File: config.mk
export PLATFORM = sky130hd
export DESIGN_NAME = time_ordered_entry_table_core
export DESIGN_NICKNAME = d
export VERILOG_FILES = /design/src/hdl/toet_pkg.sv /design/src/hdl/time_ordered_entry_table_core.sv /design/src/hdl/toet_cmp.sv
export SDC_FILE = /design/constraint.sdc
export NUM_CORES = 1
export LEC_CHECK = 0
export ABC_AREA = 1
export ABC_CLOCK_PERIOD_IN_PS = 7100
export BUFFER_PORTS_ARGS = -buffer_cell sky130_fd_sc_hd__buf_4
export CAP_MARGIN = 20
export CORE_MARGIN = 5
export CORE_UTILIZATION = 40
export CTS_BUF_LIST = sky130_fd_sc_hd__clkbuf_4 sky130_fd_sc_hd__clkbuf_8 sky130_fd_sc_hd__clkbuf_16
export DETAILED_ROUTE_END_ITERATION = 10
export SLEW_MARGIN = 10
export SYNTH_ARGS = -nofsm -noshare
export SYNTH_HDL_FRONTEND = slang
export SYNTH_SLANG_ARGS = --single-unit
File: constraint.sdc
create_clock -name clk_i -period 7.1 [get_ports clk_i]
set_input_delay 0.71 -clock clk_i [delete_from_list [all_inputs] [get_ports clk_i]]
set_output_delay 0.71 -clock clk_i [all_outputs]
set_load 0.01 [all_outputs]
File: src/hdl/toet_pkg.sv
`default_nettype none
package toet_pkg;

  localparam int YEAR_W   = 14;
  localparam int MONTH_W  = 4;
  localparam int DAY_W    = 5;
  localparam int HOUR_W   = 5;
  localparam int MINUTE_W = 6;
  localparam int TIME_W   = YEAR_W + MONTH_W + DAY_W + HOUR_W + MINUTE_W;

  // Field offsets inside a packed item, year in the lowest bits.
  localparam int YEAR_LSB   = 0;
  localparam int MONTH_LSB  = YEAR_LSB + YEAR_W;
  localparam int DAY_LSB    = MONTH_LSB + MONTH_W;
  localparam int HOUR_LSB   = DAY_LSB + DAY_W;
  localparam int MINUTE_LSB = HOUR_LSB + HOUR_W;

  localparam int OP_W     = 2;
  localparam int STATUS_W = 2;

  // Most significant member first: the packed vector compares lexicographically.
  typedef struct packed {
    logic [YEAR_W-1:0]   year;
    logic [MONTH_W-1:0]  month;
    logic [DAY_W-1:0]    day;
    logic [HOUR_W-1:0]   hour;
    logic [MINUTE_W-1:0] minute;
  } time_t;

  typedef struct packed {
    logic ge;       // stored time >= probe time
    logic date_eq;  // same year, month and day
  } cmp_res_t;

  typedef enum logic [OP_W-1:0] {
    OP_INSERT = 2'd0,
    OP_REMOVE = 2'd1,
    OP_READ   = 2'd2
  } op_e;

  typedef enum logic [STATUS_W-1:0] {
    ST_OK        = 2'd0,
    ST_FULL      = 2'd1,
    ST_NOT_FOUND = 2'd2,
    ST_BEYOND    = 2'd3
  } status_e;

  typedef enum logic [3:0] {
    S_IDLE,
    S_INS_RD,
    S_INS_CMP,
    S_REM_RD,
    S_REM_CMP,
    S_SHF_RD,
    S_SHF_WR,
    S_GET_DATA,
    S_DONE
  } state_e;

endpackage
`default_nettype wire

File: src/hdl/time_ordered_entry_table_core.sv
`default_nettype none
// Channel   Dir  tdata (low bit up)                                  tuser
// s_axis    in   year, month, day, hour, minute, tag, position       op
// m_axis    out  count, out_year, out_month, out_day, out_hour,      status
//                out_minute, out_tag
//
// One item at a time. The table sits in a single memory (one write, one
// registered read per cycle), and every entry scanned for a place or a match
// goes through the shared time compare unit. Insert moves entries up from the
// top until the new entry's place is found (a full table is refused without
// touching the memory); remove scans from the bottom for the first entry of
// the same date, then moves the entries above it down; read fetches the entry
// at the position (refused without a fetch when it is beyond the count).
// Reset clears the count and the control state; the memory is not cleared,
// only entries below the count are ever used. s_axis_tready is high only in
// idle; a finished result waits in the output register while the next
// transfer is taken, and a stalled output holds the sequencer in its last step.
module time_ordered_entry_table_core
  import toet_pkg::*;
#(
  parameter int DEPTH    = 16,
  parameter int TAG_BITS = 16
) (
  input  logic clk_i,
  input  logic rst_ni,
  // year, month, day, hour, minute, tag, position, zero fill
  input  logic [((TIME_W + TAG_BITS + $clog2(DEPTH) + 7) / 8) * 8 - 1:0] s_axis_tdata,
  input  logic [OP_W-1:0]                                            s_axis_tuser, // op
  input  logic                                                       s_axis_tvalid,
  output logic                                                       s_axis_tready,
  // count, out_year, out_month, out_day, out_hour, out_minute, out_tag, zero fill
  output logic [(($clog2(DEPTH + 1) + TIME_W + TAG_BITS + 7) / 8) * 8 - 1:0] m_axis_tdata,
  output logic [STATUS_W-1:0]                                        m_axis_tuser, // status
  output logic                                                       m_axis_tvalid,
  input  logic                                                       m_axis_tready
);

  localparam int ADDR_W  = $clog2(DEPTH);
  localparam int CNT_W   = $clog2(DEPTH + 1);
  localparam int ENTRY_W = TAG_BITS + TIME_W;
  localparam int TAG_LSB = TIME_W;
  localparam int POS_LSB = TIME_W + TAG_BITS;
  localparam int OUT_W   = CNT_W + ENTRY_W;
  localparam int OUT_PAD = ((OUT_W + 7) / 8) * 8 - OUT_W;

  // ---------------------------------------------------------------------------
  // Input unpacking
  // ---------------------------------------------------------------------------
  time_t               in_time;
  logic [TAG_BITS-1:0] in_tag;
  logic [ADDR_W-1:0]   in_pos;
  logic                in_xfer;

  always_comb begin
    in_time.year   = s_axis_tdata[YEAR_LSB +: YEAR_W];
    in_time.month  = s_axis_tdata[MONTH_LSB +: MONTH_W];
    in_time.day    = s_axis_tdata[DAY_LSB +: DAY_W];
    in_time.hour   = s_axis_tdata[HOUR_LSB +: HOUR_W];
    in_time.minute = s_axis_tdata[MINUTE_LSB +: MINUTE_W];
    in_tag         = s_axis_tdata[TAG_LSB +: TAG_BITS];
    in_pos         = s_axis_tdata[POS_LSB +: ADDR_W];
  end

  assign in_xfer = s_axis_tvalid && s_axis_tready;

  // ---------------------------------------------------------------------------
  // State
  // ---------------------------------------------------------------------------
  state_e              state_q, state_d;
  time_t               probe_q, probe_d;
  logic [TAG_BITS-1:0] tag_q, tag_d;
  logic [CNT_W-1:0]    idx_q, idx_d;
  logic [CNT_W-1:0]    count_q, count_d;
  status_e             status_q, status_d;
  logic [ENTRY_W-1:0]  res_q, res_d;

  logic                out_valid_q, out_valid_d;
  logic [OUT_W-1:0]    out_data_q, out_data_d;
  status_e             out_status_q, out_status_d;

  // Entry memory: {tag, time}, one write and one registered read per cycle.
  logic [ENTRY_W-1:0]  mem [DEPTH];
  logic [ENTRY_W-1:0]  rdata_q;
  logic                mem_we;
  logic [ADDR_W-1:0]   mem_waddr;
  logic [ENTRY_W-1:0]  mem_wdata;
  logic [ADDR_W-1:0]   mem_raddr;

  logic [CNT_W-1:0]    idx_dec;
  logic [CNT_W-1:0]    idx_inc;
  logic [ENTRY_W-1:0]  new_entry;
  logic                out_free;
  cmp_res_t            cmp_res;
  time_t               res_time;

  assign idx_dec   = idx_q - CNT_W'(1);
  assign idx_inc   = idx_q + CNT_W'(1);
  assign new_entry = {tag_q, probe_q};
  assign out_free  = !out_valid_q || m_axis_tready;
  assign res_time  = time_t'(res_q[TIME_W-1:0]);

  // Shared compare unit: stored entry from the memory port against the probe.
  toet_cmp u_cmp (
    .stored_i (time_t'(rdata_q[TIME_W-1:0])),
    .probe_i  (probe_q),
    .res_o    (cmp_res)
  );

  // ---------------------------------------------------------------------------
  // Next state
  // ---------------------------------------------------------------------------
  always_comb begin
    state_d = state_q;
    unique case (state_q)
      S_IDLE: begin
        if (in_xfer) begin
          unique case (op_e'(s_axis_tuser))
            OP_INSERT: state_d = (count_q == CNT_W'(DEPTH)) ? S_DONE : S_INS_RD;
            OP_REMOVE: state_d = S_REM_RD;
            OP_READ:   state_d = (CNT_W'(in_pos) >= count_q) ? S_DONE : S_GET_DATA;
            default:   state_d = S_DONE;
          endcase
        end
      end
      S_INS_RD:   state_d = (idx_q == '0) ? S_DONE : S_INS_CMP;
      S_INS_CMP:  state_d = cmp_res.ge ? S_INS_RD : S_DONE;
      S_REM_RD:   state_d = (idx_q == count_q) ? S_DONE : S_REM_CMP;
      S_REM_CMP:  state_d = cmp_res.date_eq ? S_SHF_RD : S_REM_RD;
      S_SHF_RD:   state_d = (idx_inc >= count_q) ? S_DONE : S_SHF_WR;
      S_SHF_WR:   state_d = S_SHF_RD;
      S_GET_DATA: state_d = S_DONE;
      S_DONE:     state_d = out_free ? S_IDLE : S_DONE;
      default:    state_d = S_IDLE;
    endcase
  end

  // ---------------------------------------------------------------------------
  // Datapath and memory controls
  // ---------------------------------------------------------------------------
  always_comb begin
    probe_d      = probe_q;
    tag_d        = tag_q;
    idx_d        = idx_q;
    count_d      = count_q;
    status_d     = status_q;
    res_d        = res_q;
    out_valid_d  = out_valid_q;
    out_data_d   = out_data_q;
    out_status_d = out_status_q;
    mem_we       = 1'b0;
    mem_waddr    = idx_q[ADDR_W-1:0];
    mem_wdata    = rdata_q;
    mem_raddr    = idx_q[ADDR_W-1:0];
    s_axis_tready = 1'b0;

    if (out_valid_q && m_axis_tready) begin
      out_valid_d = 1'b0;
    end

    unique case (state_q)
      S_IDLE: begin
        s_axis_tready = 1'b1;
        mem_raddr     = in_pos;
        if (in_xfer) begin
          probe_d  = in_time;
          tag_d    = in_tag;
          res_d    = '0;
          status_d = ST_OK;
          unique case (op_e'(s_axis_tuser))
            OP_INSERT: begin
              idx_d = count_q;
              if (count_q == CNT_W'(DEPTH)) begin
                status_d = ST_FULL;
              end
            end
            OP_REMOVE: idx_d = '0;
            OP_READ: begin
              if (CNT_W'(in_pos) >= count_q) begin
                status_d = ST_BEYOND;
              end
            end
            default: ;
          endcase
        end
      end
      // walk down from the top; idx_q is the hole being filled
      S_INS_RD: begin
        mem_raddr = idx_dec[ADDR_W-1:0];
        if (idx_q == '0) begin
          mem_we    = 1'b1;
          mem_wdata = new_entry;
          count_d   = count_q + CNT_W'(1);
        end
      end
      S_INS_CMP: begin
        mem_we = 1'b1;
        if (cmp_res.ge) begin
          mem_wdata = rdata_q;
          idx_d     = idx_dec;
        end else begin
          mem_wdata = new_entry;
          count_d   = count_q + CNT_W'(1);
        end
      end
      S_REM_RD: begin
        if (idx_q == count_q) begin
          status_d = ST_NOT_FOUND;
        end
      end
      S_REM_CMP: begin
        if (cmp_res.date_eq) begin
          res_d = rdata_q;
        end else begin
          idx_d = idx_inc;
        end
      end
      // close the gap: entry idx+1 moves to idx
      S_SHF_RD: begin
        mem_raddr = idx_inc[ADDR_W-1:0];
        if (idx_inc >= count_q) begin
          count_d = count_q - CNT_W'(1);
        end
      end
      S_SHF_WR: begin
        mem_we = 1'b1;
        idx_d  = idx_inc;
      end
      S_GET_DATA: res_d = rdata_q;
      S_DONE: begin
        if (out_free) begin
          out_valid_d  = 1'b1;
          out_status_d = status_q;
          // count in the lowest bits, then the entry with year lowest, as on the input side
          out_data_d   = {res_q[TAG_LSB +: TAG_BITS], res_time.minute, res_time.hour,
                          res_time.day, res_time.month, res_time.year, count_q};
        end
      end
      default: ;
    endcase
  end

  // ---------------------------------------------------------------------------
  // Registers
  // ---------------------------------------------------------------------------
  always_ff @(posedge clk_i or negedge rst_ni) begin
    if (!rst_ni) begin
      state_q     <= S_IDLE;
      count_q     <= '0;
      out_valid_q <= 1'b0;
    end else begin
      state_q     <= state_d;
      count_q     <= count_d;
      out_valid_q <= out_valid_d;
    end
  end

  always_ff @(posedge clk_i) begin
    probe_q      <= probe_d;
    tag_q        <= tag_d;
    idx_q        <= idx_d;
    status_q     <= status_d;
    res_q        <= res_d;
    out_data_q   <= out_data_d;
    out_status_q <= out_status_d;
  end

  always_ff @(posedge clk_i) begin
    if (mem_we) begin
      mem[mem_waddr] <= mem_wdata;
    end
    rdata_q <= mem[mem_raddr];
  end

  // ---------------------------------------------------------------------------
  // Output
  // ---------------------------------------------------------------------------
  if (OUT_PAD > 0) begin : g_pad
    assign m_axis_tdata = {{OUT_PAD{1'b0}}, out_data_q};
  end else begin : g_nopad
    assign m_axis_tdata = out_data_q;
  end
  assign m_axis_tuser  = out_status_q;
  assign m_axis_tvalid = out_valid_q;

endmodule
`default_nettype wire

File: src/hdl/toet_cmp.sv
`default_nettype none
module toet_cmp
  import toet_pkg::*;
(
  input  time_t    stored_i,
  input  time_t    probe_i,
  output cmp_res_t res_o
);

  always_comb begin
    res_o.ge      = (stored_i >= probe_i);
    res_o.date_eq = (stored_i.year == probe_i.year) &&
                    (stored_i.month == probe_i.month) &&
                    (stored_i.day == probe_i.day);
  end

endmodule
`default_nettype wire

==> flow_summary.toml <==
[route]
wl_per_cell_um = 22.4
drc_errors = 0
drtPass1Iterations = 7
viasPerCell = 5.42
vias = 28288
routed_wl_um = 117000
ant_nets = 0
drt_iter0_drc = 2795

[clock_tree]
cts.root.buffer_cell = "clkbuf_16"
clock_latency_ns = 0.68
postCtsSetupRepairBufs = 0
cts_tree = "done"
clock_sinks = 1024
clk_pin_slew_ns = 0.06
clockBufferDepth = 3
cts_buffers = 105
h-tree-depth = 3

[placement]
gp_congestion = 0.832
dp_hpwl_um = 57300
port-buffer-count = 118

[timing]
fin_crit_ns = 4.29
setup_tns_ns = 0
hold_viol = 0
fin_skew_ns = 0.0373
rsz0062_at_grt = "no"
max_freq_mhz = 233
finalCritPeriodShare_pct = 60.5
worst_pin_slew_ns = 1.36
setup_viol = 0
slew_headroom_pct = 9.17
drv_slew = 0

[logic_synthesis]
ys_ff_latch = 1024
synth_edf_count = 964
syn_avg_cell_area_um2 = 11.6
async_flop_share_pct = 0.977
syn_nets = 3802
ys_seq_area_share_pct = 70.5
synthCells = 3689
synth_ff_type = "edfxtp_1"
yosysWarnings = 0
syn_area_um2 = 42800
netlist-cell-type-count = 41

[cells_and_area]
final_nets = 3836
drive_gt1_share_pct = 10.7
post-route-util_pct = 45.4
syn_to_final_growth_pct = 13.1
n_antenna_cell = 0

[pwr]
p_clk_share_pct = 21.9
p_int_mw = 15.3
swShare_pct = 41.4
power_frac_comb_pct = 42.2
power.net_switching_mw = 10.9
power_frac_seq_pct = 35.8
leakage_nw = 18.2
ir_drop_mv = 0.652
power_density_nw_per_um2 = 541

[floorplan]
boundaryPins = 122
core_um2 = 107000
die_area_um2 = 114000
initial_core_util_pct = 40.1
die_w_um = 337
rows = 120
die_h_um = 337

[critical_path]
crit_path_end_kind = "flop"
startpoint_type = "flop"
required_ns = 7.38
crit_type = "reg -> reg"
path_max_fanout = 34
arrival_ns = 4.58

[grt]
grt_pass1_vias = 26877
grt_antenna_before_repair = 4
grt_start_max_net_pins = 184
grt.overflow.total = 0
grtUsageTotal_pct = 20.3
grt_pass1_wl_um = 174000

[worst_hold_path]
hp-class = "in -> reg"

[job]
maxCapViolCount = 0

[run_status]
status = "finished clean"
through the flow:
step / std cells / area (um2) / hold WS [ns] / total power, mW / worst slack, ns
2_1_floorplan: 3689 / 42800 / 0.400 / 17.3 / 1.80
3_3_place_gp: 5017 / 44700 / 0.402 / 20.3 / 2.95
3_5_place_dp: 5017 / 44700 / 0.405 / 20.5 / 2.84
4_1_cts: 5215 / 48400 / 0.178 / 26.2 / 2.82
5_1_grt: 5216 / 48400 / 0.187 / 27.9 / 2.58
6_report: 5216 / 48400 / 0.207 / 26.2 / 2.81
worst paths after layout:
kind                             startpoint  depth (start not counted)             end  slack [ns]
min in group asynchronous            rst_ni                          2      count_q[0]        0.40
setup reg to reg                   idx_q[0]                         11      mem[10][4]        2.81
hold reg to reg                    res_q[9]                          0  out_data_q[31]        0.42
setup / recovery                   idx_q[0]                         11      mem[10][4]        2.81
hold / removal             s_axis_tdata[45]                          1       tag_q[11]        0.21
max in group asynchronous            rst_ni                          2      count_q[2]        6.55
per-layer routing:
layer  track usage (%)  wire, um
met2              32.8     54500
met4              6.54      3320
met5                 0        21
met1              28.2     49800
met3              3.40      9440
cells in the final DEF, fill, tap and decap left out, types with 3 or more instances in the layout:
cell type,Yosys,final
bufinv_16,0,12
nand4_1,11,11
nor2_1,111,92
inv_1,142,142
dfxtp_1,50,50
clkinv_1,2,14
ha_1,50,50
inv_6,0,3
xor2_1,7,7
o22ai_1,4,4
o211ai_1,4,4
mux2_2,17,17
nand2_2,3,3
clkbuf_8,0,12
a21oi_1,20,20
nand3_1,1076,1076
inv_2,9,7
dfrtp_1,10,10
buf_12,0,5
o21ai_1,30,30
nor3_2,0,3
xnor2_1,3,3
o21ai_0,13,13
buf_4,57,159
clkbuf_4,1,31
nand2_1,900,897
clkinv_2,0,15
nor2_4,2,21
edfxtp_1,964,964
clkbuf_16,0,109
nor3_1,6,3
worst max-delay path: stages (launching register included):
cell and delay (ns):
edfxtp_1 0.57, inv_1 0.22, ha_1 0.24, nand2_1 0.07
nor2_1 0.18, nand2_1 0.18, nor2_1 0.17, a31oi_1 0.20
inv_1 0.21, nand2_1 0.25, nor2_4 0.78, buf_4 0.80
sequential cells by signal, indices dropped and copies added, names as in the netlist:
| name | count |
|---|---|
| res_q | 50 |
| status_q | 2 |
| state_q | 4 |
| m_axis_tvalid | 1 |
| count_q | 5 |
| rdata_q | 50 |
| idx_q | 5 |
| out_data_q | 55 |
| mem | 800 |
| new_entry | 34 |
| tag_q | 16 |
| m_axis_tuser | 2 |
logic make-up after synthesis:
logic type,after synthesis,synth area share [%]
flops,1024,70.5
mux,17,0.447
simple gates,2116,21.9
xor+xnor,10,0.205
other cells,1,0.00876
compound gates,79,1.02
buf+inv,391,4.41
fa+ha+maj,51,1.51
cells in the mapped netlist, drive strengths merged (2+ instances only):
| library cell | n | area (um2) |
|---|---|---|
| nand3b | 2 | 15.0 |
| o21ai | 43 | 215 |
| clkbuf | 27 | 105 |
| xnor2 | 3 | 26.3 |
| dfrtp | 10 | 250 |
| nor2 | 115 | 452 |
| nand2 | 904 | 3410 |
| dfxtp | 50 | 1000 |
| o211ai | 4 | 30.0 |
| o22ai | 4 | 25.0 |
| buf | 211 | 1210 |
| ha | 50 | 626 |
| edfxtp | 964 | 28900 |
| xor2 | 7 | 61.3 |
| clkinv | 2 | 7.51 |
| nand3 | 1076 | 5390 |
| nand4 | 11 | 68.8 |
| a21oi | 20 | 100 |
| mux2 | 17 | 191 |
| inv | 151 | 567 |
| and2 | 2 | 12.5 |
| nor3 | 6 | 30.0 |
| o21a | 2 | 15.0 |
final cells by class:
cell class / count / area (um2)
Clock buffer: 152 / 3130
Clock inverter: 45 / 531
Fill cell: 9643 / 58300
Inverter: 153 / 586
Multi-Input combinational cell: 2274 / 10900
Sequential cell: 1024 / 30200
Tap cell: 1403 / 1760
Timing Repair Buffer: 165 / 1300
power by group through the flow:
stage               Sequential, mW  Clock, mW  Combinational [mW]
finish                        9.39       5.74                11.1
global route                  9.46       6.08                12.4
CTS                           9.39       5.83                11.0
detailed placement            9.51          0                11.0
global placement              9.49          0                10.8
floorplan                     9.38          0                7.87
timing repair:
item	4_1_cts	5_1_grt
endpoints found under the hold margin	10	0
hold buffers	1	0
gates resized for setup	0	0
Note: power is estimated with default switching activity, not from simulation.
